--- src/design/qofh_pkg.sv ---
// ----------------------------------------------------------------------------
// qofh_pkg
// Types, widths and helpers shared by the obstacle first-hit block.
// ----------------------------------------------------------------------------
package qofh_pkg;

  localparam int CoordBits    = 16;
  localparam int MaxObstacles = 256;
  localparam int IdxBits      = $clog2(MaxObstacles);
  localparam int IndexOutBits = 8;
  localparam int CfgIdxBits   = 4;
  localparam int DiffBits     = CoordBits + 1;
  localparam int ProdBits     = 2 * DiffBits;
  localparam int CrossBits    = ProdBits + 1;

  typedef logic signed [CoordBits-1:0] coord_t;
  typedef logic signed [DiffBits-1:0]  diff_t;
  typedef logic signed [ProdBits-1:0]  prod_t;
  typedef logic signed [CrossBits-1:0] cross_t;
  typedef logic [IdxBits-1:0]          scan_idx_t;
  typedef logic [IndexOutBits-1:0]     index_out_t;
  typedef logic [CfgIdxBits-1:0]       cfg_idx_t;

  localparam scan_idx_t LastScanIdx = scan_idx_t'(MaxObstacles - 1);

  typedef enum logic [CfgIdxBits-1:0] {
    REG_BOX_X0 = 4'd0,
    REG_BOX_Y0 = 4'd1,
    REG_BOX_X1 = 4'd2,
    REG_BOX_Y1 = 4'd3,
    REG_BOX_X2 = 4'd4,
    REG_BOX_Y2 = 4'd5,
    REG_BOX_X3 = 4'd6,
    REG_BOX_Y3 = 4'd7
  } reg_idx_e;

  typedef struct packed {
    coord_t x;
    coord_t y;
  } point_t;

  typedef struct packed {
    coord_t [3:0] x;
    coord_t [3:0] y;
  } quad_t;

  typedef struct packed {
    point_t center;
    quad_t  corners;
    logic   last_obstacle;
  } obst_item_t;

  // Exact difference of two coordinates, one bit wider than the inputs.
  function automatic diff_t coord_diff(coord_t a, coord_t b);
    diff_t ea;
    diff_t eb;
    ea = {a[CoordBits-1], a};
    eb = {b[CoordBits-1], b};
    return ea - eb;
  endfunction

  function automatic index_out_t index_out(scan_idx_t idx);
    logic [IdxBits+IndexOutBits-1:0] ext;
    ext = {{IndexOutBits{1'b0}}, idx};
    return ext[IndexOutBits-1:0];
  endfunction

endpackage

--- src/design/qofh_cfg_if.sv ---
// ----------------------------------------------------------------------------
// qofh_cfg_if
// Register write channel: index and data with valid/ready.
// ----------------------------------------------------------------------------
interface qofh_cfg_if;
  logic                     valid;
  logic                     ready;
  qofh_pkg::cfg_idx_t       index;
  logic [qofh_pkg::CoordBits-1:0] data;

  modport source (output valid, output index, output data, input ready);
  modport sink   (input valid, input index, input data, output ready);
endinterface

--- src/design/qofh_cfg_regs.sv ---
// ----------------------------------------------------------------------------
// qofh_cfg_regs
// Holds the four world-space corners of the search box.
// ----------------------------------------------------------------------------
module qofh_cfg_regs (
  input  logic            clk_i,
  input  logic            rst_ni,
  qofh_cfg_if.sink        cfg_i,
  output qofh_pkg::quad_t box_o
);
  import qofh_pkg::*;

  quad_t box_q;
  logic  wr_en;

  assign cfg_i.ready = 1'b1;
  assign wr_en       = cfg_i.valid && cfg_i.ready;
  assign box_o       = box_q;

  always_ff @(posedge clk_i or negedge rst_ni) begin
    if (!rst_ni) begin
      box_q <= '0;
    end else if (wr_en) begin
      case (reg_idx_e'(cfg_i.index))
        REG_BOX_X0: box_q.x[0] <= cfg_i.data;
        REG_BOX_Y0: box_q.y[0] <= cfg_i.data;
        REG_BOX_X1: box_q.x[1] <= cfg_i.data;
        REG_BOX_Y1: box_q.y[1] <= cfg_i.data;
        REG_BOX_X2: box_q.x[2] <= cfg_i.data;
        REG_BOX_Y2: box_q.y[2] <= cfg_i.data;
        REG_BOX_X3: box_q.x[3] <= cfg_i.data;
        REG_BOX_Y3: box_q.y[3] <= cfg_i.data;
        default: ;
      endcase
    end
  end

endmodule

--- src/flat_wrapper.sv ---
// flat-port wrapper written by rule: the top's interface ports become plain ports
module qofh_cfg_regs_flat import qofh_pkg::*;
  (clk_i, rst_ni, box_o, cfg_i_valid, cfg_i_index, cfg_i_data, cfg_i_ready);
  qofh_cfg_if cfg_i_i ();
  input  logic clk_i;
  input  logic rst_ni;
  output qofh_pkg::quad_t box_o;
  input wire logic [$bits(cfg_i_i.valid)-1:0] cfg_i_valid;
  input wire logic [$bits(cfg_i_i.index)-1:0] cfg_i_index;
  input wire logic [$bits(cfg_i_i.data)-1:0] cfg_i_data;
  output wire logic [$bits(cfg_i_i.ready)-1:0] cfg_i_ready;
  assign cfg_i_i.valid = cfg_i_valid;
  assign cfg_i_i.index = cfg_i_index;
  assign cfg_i_i.data = cfg_i_data;
  assign cfg_i_ready = cfg_i_i.ready;
  qofh_cfg_regs u_core (.clk_i(clk_i), .rst_ni(rst_ni), .cfg_i(cfg_i_i), .box_o(box_o));
endmodule
--- config.mk ---
export PLATFORM = sky130hd
export DESIGN_NAME = qofh_cfg_regs_flat
export DESIGN_NICKNAME = d
export VERILOG_FILES = /design/src/design/qofh_pkg.sv /design/src/design/qofh_cfg_if.sv /design/src/design/qofh_cfg_regs.sv /design/src/flat_wrapper.sv
export SDC_FILE = /design/constraint.sdc
export NUM_CORES = 1
export LEC_CHECK = 0
export BUFFER_PORTS_ARGS = -buffer_cell sky130_fd_sc_hd__buf_2
export CAP_MARGIN = 20
export CORE_MARGIN = 1.5
export CORE_UTILIZATION = 55
export CTS_CLUSTER_SIZE = 24
export DETAILED_ROUTE_END_ITERATION = 8
export GPL_TIMING_DRIVEN = 0
export PLACE_DENSITY = 0.85
export SYNTH_ARGS = -nofsm -noshare
export SYNTH_HDL_FRONTEND = slang
export SYNTH_SLANG_ARGS = --single-unit
--- constraint.sdc ---
create_clock -name clk_i -period 2 [get_ports clk_i]
set_input_delay 0.4 -clock clk_i [delete_from_list [all_inputs] [get_ports clk_i]]
set_output_delay 0.4 -clock clk_i [all_outputs]
set_load 0.05 [all_outputs]
==> results.yml <==
sta:
  skew_ns: 0
  worstMarginPinSlew_ns: 0.7095
  slew_headroom_pct: 52.44
  setup_violations: 0
  period_needed_ns: 1.610
  fmaxAchievable_ghz: 0.6209
  hold_viol: 0
  rsz0062_at_grt: "false"
  holdWs_ns: 0.2286
  maxSlewViolCount: 0
  fin_crit_sh_pct: 80.52
grt:
  grtUsageTotal_pct: 25.23
  grt_overflow_total: 0
  grt_max_degree: 70
  antenna_found_initial: 0
  grt_first_pass_wirelength_um: 18270
  grt_pass1_vias: 3296
floorplanning:
  core_um2: 8721
  num_io_pins: 152
  die_h_um: 98.04
  start_util_pct: 56.96
  die_x_um: 98.04
  die_area_um2: 9611
  rows: 34
cells_and_area:
  num-fill-cells: 552
  largest_reg_flops: 128
  layout.nets: 478
  final_cells: 576
  area_growth_pct: 30.68
  n_antenna_cell: 0
  layout-drive-gt1-share_pct: 69.66
critical_path:
  critical_path_depth: 5
  crit_slowest_cell: "nor3_2"
  r2r_cells: 1
  required_ns: 2.39
  critical_path_buf_inv_count: 2
  cpPeakStageDelay_ns: 0.62
  critPathKind: "in2reg"
  crit_family: "simple AND/OR/NAND/NOR gates"
  critPathMaxFanout: 10
  arrival_ns: 2.00
  path_cells: "buf_2 > nand2b_1 > nor3_2 > buf_6 > mux2_2"
  endpoint_kind: "flop"
  cp-start-kind: "primary input"
clocking:
  cts_tree: "done"
  htree_levels: 4
  clkSinkCount: 128
  cts_made_buffers: 17
  worstSkewPairLatency_ns: 0.49
  root_buffer: "clkbuf_8"
  cts_buffer_depth: 2
  clkTransAtPathRegs_ns: 0.06
  cts_setup_buffers: 0
yosys:
  syn_avg_cell_area_um2: 17.49
  yosys_warnings: 0
  ys_ff_latch: 128
  syn_nets: 307
  synthCells: 284
  synth-seq-area-share_pct: 64.48
  synth.distinct_cells: 18
  syn_area_um2: 4967
power:
  leakage_nw: 3.317
  peakVddDrop_mv: 0.8249
  combPwrFrac_pct: 36.0
  p_per_area_nw_per_um2: 1580
  p_int_mw: 6.088
  power_mw: 10.26
  pwr-share-clk_pct: 29.7
  p_sw_share_pct: 40.65
  p_sw_mw: 4.169
  seq_power_share_pct: 34.4
routing:
  antenna_left: 0
  wl_um: 11470
  drc: 0
  route.vias.total: 3059
  vias_per_cell: 5.311
  firstDrtPassIters: 4
  avgRoutedWirePerCell_um: 19.90
  drtIter0Drc: 75
outcome:
  outcome: "completed"
placed_design:
  place_inst: 543
  hpwl_um: 7441
  portBuffers: 150
  place.gp.congestion: 0.7241
hold_path:
  min_path_type: "in2reg"
  whs_path_depth: 2
job:
  cap_violations: 0
[final cells by class]
cell class	instances	area, um^2	share of cell area [%]
flip-flops and latches	128	3203	49.34
clock inverters	13	162.7	2.506
well taps	108	135.1	2.082
repair buffers	152	794.5	12.24
clock buffers	19	431.7	6.650
multi-input cells	143	1644	25.33
plain buffers	13	120.1	1.850
[final timing paths]
kind	start	endpoint	slack [ns]
max in group asynchronous	rst_ni	u_core.box_o[95]	0.85
min	cfg_i_data[8]	u_core.box_o[104]	0.23
min in group asynchronous	rst_ni	u_core.box_o[106]	0.44
max reg2reg	u_core.box_o[13]	u_core.box_o[13]	1.20
max	cfg_i_index[3]	u_core.box_o[40]	0.39
min reg2reg	u_core.box_o[113]	u_core.box_o[113]	0.50
[placed cells by master (no fill, tap or decap), types with 3 or more instances in the layout]
cell type   count
buf_6           7
buf_2         154
clkinvlp_4      3
bufinv_16       3
clkinv_2        3
mux2_2         98
clkinv_4        3
mux2_4         30
clkbuf_16      16
dfrtp_1       128
[logic make-up after synthesis]
| family | share of synthesized area (%) |
|---|---|
| mux | 31.28 |
| other cells | 0.07549 |
| simple gates | 1.738 |
| flops | 64.48 |
| buf+inv | 2.418 |
[power groups by stage]
| stage | combinational (mW) | sequential, mW | clock [mW] |
|---|---|---|---|
| after detailed placement | 3.69 | 3.55 | 0 |
| after global routing | 3.82 | 3.59 | 3.21 |
| after CTS | 3.72 | 3.52 | 3.08 |
| after global placement | 3.64 | 3.50 | 0 |
| final | 3.69 | 3.52 | 3.04 |
| after floorplan | 0.639 | 5.67 | 0 |
[routing by layer]
layer | global-route usage (%) | up-vias | wire length [um]
met4 | 8.901 | 0 | 162
met2 | 41.17 | 123 | 5732
met1 | 31.67 | 1577 | 4799
met3 | 8.447 | 15 | 770
met5 | 0 | - | 0
li1 | - | 1344 | -
[per-stage QoR]
stage | setup TNS [ns] | setup WS (ns) | utilization (%) | instance area, um^2
floorplan | 0 | 0.3564 | - | 4967
detailed placement | -1.130 | -0.07724 | 67.50 | 5887
finish | 0 | 0.3895 | 74.43 | 6491
CTS | 0 | 0.4069 | 74.43 | 6491
global route | 0 | 0.3255 | 74.43 | 6491
global placement | -120.52 | -0.9452 | 67.12 | 5853
[Yosys cell counts (all sizes together)]
cell	n	area [um^2]
dfrtp	128	3203
mux2	128	1554
buf	13	120.1
nor2	3	16.26
nand2	2	7.510
nand2b	2	12.51
or3	2	12.51
conb	1	3.750
nand3	1	5.000
nand3b	1	7.510
nor3	1	10.01
nor3b	1	7.510
or4	1	7.510
[repair_timing]
action                                 in CTS  in global routing
endpoints found under the hold margin      59                  0
hold buffers                                1                  0
resized for setup                           0                  0
(Power assumes the default switching activity.)
